--- src/rtl/lerg_pkg.sv ---
// Shared types, constants and helpers of the Laplacian edge RGB stream unit.
// Depends on nothing; lerg_lane and the top unit in rtl use it by scoped names.
`timescale 1ns / 1ps
`default_nettype none

package lerg_pkg;

   localparam int MAX_WIDTH  = 2048;
   localparam int MAX_HEIGHT = 2048;
   localparam int MAX_PIXEL  = 255;

   localparam int PIX_W   = 8;
   localparam int NUM_CH  = 3;
   localparam int DIM_W   = 12;
   localparam int COORD_W = 11;
   localparam int CNT_W   = $clog2(MAX_WIDTH);
   localparam int CNTH_W  = $clog2(MAX_HEIGHT);
   localparam int CMP_W   = ((CNT_W > CNTH_W ? CNT_W : CNTH_W) > DIM_W ?
                             (CNT_W > CNTH_W ? CNT_W : CNTH_W) : DIM_W) + 1;
   localparam int SUM_W   = PIX_W + 4;
   localparam int WIN_N   = 6;
   localparam int COL_N   = 3;

   localparam int CSR_DATA_W = 32;
   localparam int CSR_ADDR_W = 3;
   localparam int REG_IDX_W  = 1;

   localparam logic [REG_IDX_W-1:0] REG_FRAME_WIDTH  = 1'b0;
   localparam logic [REG_IDX_W-1:0] REG_FRAME_HEIGHT = 1'b1;

   localparam logic [DIM_W-1:0] FRAME_WIDTH_RESET  = 12'd640;
   localparam logic [DIM_W-1:0] FRAME_HEIGHT_RESET = 12'd480;

   typedef logic [NUM_CH-1:0][PIX_W-1:0] pixel_type;

   localparam int LINE_W = 2 * $bits(pixel_type);

   typedef struct packed {
      pixel_type          pix;
      logic [CNT_W-1:0]   x;
      logic [COORD_W-1:0] ocol;
      logic [COORD_W-1:0] orow;
      logic               interior;
      logic               last;
   } stage_type;

   function automatic logic [CMP_W-1:0] clamp_dim(input logic [DIM_W-1:0] v,
                                                  input logic [CMP_W-1:0] maxv);
      logic [CMP_W-1:0] ext;
      ext = CMP_W'(v);
      if (ext < CMP_W'(3)) begin
         return CMP_W'(3);
      end else if (ext > maxv) begin
         return maxv;
      end
      return ext;
   endfunction

endpackage

`default_nettype wire

--- src/rtl/lerg_lane.sv ---
// One color lane of the 3x3 Laplacian: eight times the center minus its
// neighbors, clamped to the pixel range. Depends on lerg_pkg.
`timescale 1ns / 1ps
`default_nettype none

module lerg_lane (
   input  wire logic [lerg_pkg::PIX_W-1:0] win_pixel [lerg_pkg::WIN_N],
   input  wire logic [lerg_pkg::PIX_W-1:0] col_pixel [lerg_pkg::COL_N],
   output logic      [lerg_pkg::PIX_W-1:0] edge_val
);

   logic        [lerg_pkg::SUM_W-1:0] sum;
   logic        [lerg_pkg::SUM_W-1:0] center9;
   logic signed [lerg_pkg::SUM_W:0]   diff;

   always_comb begin
      sum = '0;
      for (int i = 0; i < lerg_pkg::WIN_N; i++) begin
         sum = sum + lerg_pkg::SUM_W'(win_pixel[i]);
      end
      for (int i = 0; i < lerg_pkg::COL_N; i++) begin
         sum = sum + lerg_pkg::SUM_W'(col_pixel[i]);
      end
      center9 = (lerg_pkg::SUM_W'(win_pixel[4]) << 3) + lerg_pkg::SUM_W'(win_pixel[4]);
      diff = $signed({1'b0, center9}) - $signed({1'b0, sum});
      if (diff < 0) begin
         edge_val = '0;
      end else if (diff > $signed((lerg_pkg::SUM_W + 1)'(lerg_pkg::MAX_PIXEL))) begin
         edge_val = lerg_pkg::PIX_W'(lerg_pkg::MAX_PIXEL);
      end else begin
         edge_val = diff[lerg_pkg::PIX_W-1:0];
      end
   end

endmodule

`default_nettype wire

--- config.mk ---
export PLATFORM = sky130hd
export DESIGN_NAME = lerg_lane
export DESIGN_NICKNAME = d
export VERILOG_FILES = /design/src/rtl/lerg_pkg.sv /design/src/rtl/lerg_lane.sv
export SDC_FILE = /design/constraint.sdc
export NUM_CORES = 1
export LEC_CHECK = 0
export ABC_AREA = 1
export BUFFER_PORTS_ARGS = -buffer_cell sky130_fd_sc_hd__buf_2
export CORE_MARGIN = 4
export CORE_UTILIZATION = 43
export DETAILED_ROUTE_END_ITERATION = 8
export PLACE_DENSITY = 0.69
export SETUP_SLACK_MARGIN = 0.5
export SLEW_MARGIN = 20
export SYNTH_ARGS = -nofsm -noshare
export SYNTH_HDL_FRONTEND = slang
export SYNTH_SLANG_ARGS = --single-unit
--- constraint.sdc ---
create_clock -name vclk -period 6.85
set_clock_uncertainty 0.05 [all_clocks]
set_input_delay 0.685 -clock vclk [all_inputs]
set_output_delay 0.685 -clock vclk [all_outputs]
set_load 0.05 [all_outputs]
* Word-level counts from Yosys, hierarchy flattened
Cells that the tools add are included.
Word-level totals: input port bits 72, word-level logic and storage cells 14, bits in registers 0, output and inout bits 8
Cells by class: order comparisons 2, multiplexer cells 2, add/sub/neg operators 10
Operators by type and width (number):
- $add A12 B8 Y12 | 4
- $add A11 B8 Y12 | 2
- $mux W8 | 2
- $gt A13 B9 Y1 const B | 1
- $lt A13 B1 Y1 const B | 1
- $sub A12 B12 Y13 | 1
- $add A10 B8 Y11 | 1
- $add A9 B8 Y10 | 1
- $add A8 B8 Y9 | 1

* Depth between registers and ports, before layout
word-level depth 12, mapped depth 24, mapped depth without buffers 24

* Least setup slack after synthesis
No wires, ideal clock.
kind in2out, start input win_pixel[17] (netlist bit), end output edge_val[5] (netlist bit), setup slack 0.911 ns, data arrival time 5.204 ns, stages on the path 19, data required time 6.115 ns, buffers on the path 0, cells stage by stage inv_1 -> fa_1 -> fa_1 -> fa_1 -> inv_1 -> fa_1 -> fa_1 -> inv_1 -> ha_1 -> fa_1 -> nand2_1 -> nand2_1 -> nand3_1 -> nand3_1 -> nand2_1 -> nor2_2 -> nand3_4 -> nor2_1 -> nor2_1
On the way: cells in the longest elaborated chain, start to end 10, elaborated cells on any way between the ends 11, those cells by class 7 x add/sub; 2 x order compare; 2 x mux
Ends and longest elaborated chain:
- start, declared | line lerg_lane.sv:7 | input wire logic [lerg_pkg::PIX_W-1:0] win_pixel [lerg_pkg::WIN_N],
- $add A10 B8 Y11 * | line lerg_lane.sv:19 | sum = sum + lerg_pkg::SUM_W'(win_pixel[i]);
- $add A11 B8 Y12 * | line lerg_lane.sv:19
- $add A12 B8 Y12 * | line lerg_lane.sv:19
- $add A12 B8 Y12 * (3 in series) | line lerg_lane.sv:22 | sum = sum + lerg_pkg::SUM_W'(col_pixel[i]);
- $sub A12 B12 Y13 * | line lerg_lane.sv:25 | diff = $signed({1'b0, center9}) - $signed({1'b0, sum});
- $gt A13 B9 Y1 | line lerg_lane.sv:28 | end else if (diff > $signed((lerg_pkg::SUM_W + 1)'(lerg_pkg::MAX_PIXEL))) begin
- $mux W8 | line lerg_lane.sv:28
- $mux W8 * | line lerg_lane.sv:26 | if (diff < 0) begin
- end, declared | line lerg_lane.sv:9 | output logic [lerg_pkg::PIX_W-1:0] edge_val
Every way passes the cells marked *; elsewhere a longest branch is shown, timed or not.

* Final worst setup path
start input win_pixel[17] (netlist bit), end output edge_val[0] (netlist bit)
The elaborated chain is that of the path after synthesis.

==> flow_summary.ini <==
[status]
status = completed

[cells_and_area]
most-common-layout-cells = inv_1, buf_2, fa_1, nand2_1, nor2_1
drive_gt1_share_pct = 21.2
seqCellArea_um2 = 0
synthToLayoutAreaGrowth_pct = 18.7
multi_input_area_um2 = 2130
antennaDiodeCount = 0
nets = 570
num-clock-buffers = 0
design.seq.count = 0
final_core_util_pct = 52.7
final_common_cell = inv_1
fill_cells = 591

[routing]
wl_mm = 4.93
ant_nets = 0
post_drt_wl_per_cell_um = 10.2
dr.pass1.iters = 4
vias = 2113
drc = 0
vias_per_cell = 4.39
drtIter0Drc = 27

[hold_path]
hold_depth = 6
holdCritPathClass = input pin to primary output

[sta]
finalCritPeriodShare_pct = 88.1
setup_viol = 0
tightest_slew_ns = 0.446
fmax_mhz = 166
slew_headroom_pct = 70.2
hold_violations = 0
slew_viol_final = 0
fin_crit_ns = 6.04
rsz0062_at_grt = no
whs_ns = 2.17
fin_tns_setup_ns = 0

[grt]
antenna_found_initial = 0
grt_max_degree = 9
grt_pass1_vias = 2375
grt_pass1_wl_mm = 9.14
grt_usage_pct = 14.5
grt_overflow = 0

[floorplanning]
dieArea_um2 = 7470
io_pins = 80
rows = 28
initial_utilization_pct = 44.4
die_h_um = 86.4
core_area_um2 = 5960
die_w_um = 86.4

[yosys]
syn_nets = 488
ys_types = 19
syn_area_per_cell_um2 = 8.11
syn_inst = 326
ys_seq_area_share_pct = 0
syn-cell-area_um2 = 2640
ys_warn_count = 0

[setup_path]
slowest_stage = fa_1
start_kind = input pin
critPathKind = input pin to primary output
worstPathArrival_ns = 5.30
path_max_fanout = 8
worst_path_largest_cell_delay_ns = 0.55
end_kind = primary output
path_common_cell = fa_1
crit_chain = buf_2 -> inv_1 -> fa_1 -> fa_1 -> fa_1 -> inv_1 -> fa_1 -> fa_1 -> inv_1 -> ha_1 -> fa_1 -> nand2_1 -> nand2_1 -> nand3_1 -> nand2_1 -> nand2_1 -> nand2_1 -> nor2_2 -> nand3_4 -> nor2_1 -> nor2_1 -> buf_2
crit_required_ns = 6.11

[placed_design]
hpwl_mm = 4.87
routabilityCongestion = 0.835
port_buffers = 80

[clocking]
post_cts_buffers = 0
cts_resized = 0
hold_buffers = 0

[run]
cap_violations = 0
cells in the mapped netlist, drive strengths merged:
cell   count  area share [%]
nand4      2            0.47
xor2       2            0.66
xnor2      3            0.99
inv      136              19
nand2     45             6.5
a31oi      1            0.24
nor2      25             3.7
o21ai      2            0.38
fa        71              54
ha        19             9.0
or2        1            0.24
nand3     10             2.4
a41oi      1            0.62
o21a       1            0.28
a21oi      7             1.5
layer usage:
metal	wire length, um	up-vias	share of wire, %	track usage [%]
met5	0	-	0	0
met4	49	0	0.99	1.42
met3	314	6	6.4	1.71
met2	2720	53	55	29.1
met1	1850	998	38	16.7
li1	-	1056	-	-
worst paths after layout:
check | startpoint | to | slack [ns]
worst max-delay path | win_pixel[17] | edge_val[0] | 0.81
worst min-delay path | win_pixel[8] | edge_val[0] | 2.17
cell families after synthesis:
kind of cell             after synthesis  synth area share, %
XOR/XNOR                               5                 1.66
AND/OR/NAND/NOR                       83                 13.3
AO/OA/AOI/OAI                         12                 2.98
adder cells (fa/ha/maj)               90                 62.8
buffers and inverters                136                 19.3
stage by stage:
step                      instances  setup WS, ns  area (um^2)
after CTS                       481         0.786         3140
after global placement          481         0.866         3140
after floorplan                 326         0.911         2640
final                           481         0.813         3140
after detailed placement        481         0.805         3140
after global routing            481         0.540         3140
final cells by class:
| cell class | instances | area share (%) |
|---|---|---|
| Inverter | 136 | 16.3 |
| Multi-Input combinational cell | 190 | 68.0 |
| Tap cell | 75 | 2.99 |
| Timing Repair Buffer | 80 | 12.8 |
worst max-delay path, delay by kind of cell:
| kind | cells | cell delay [ns] |
|---|---|---|
| fa+ha+maj | 7 | 3.33 |
| buf+inv | 5 | 0.45 |
| simple gates | 10 | 0.82 |
Power is not shown: default switching activity piles up to over one toggle a cycle in this logic, so the estimate is an artifact.
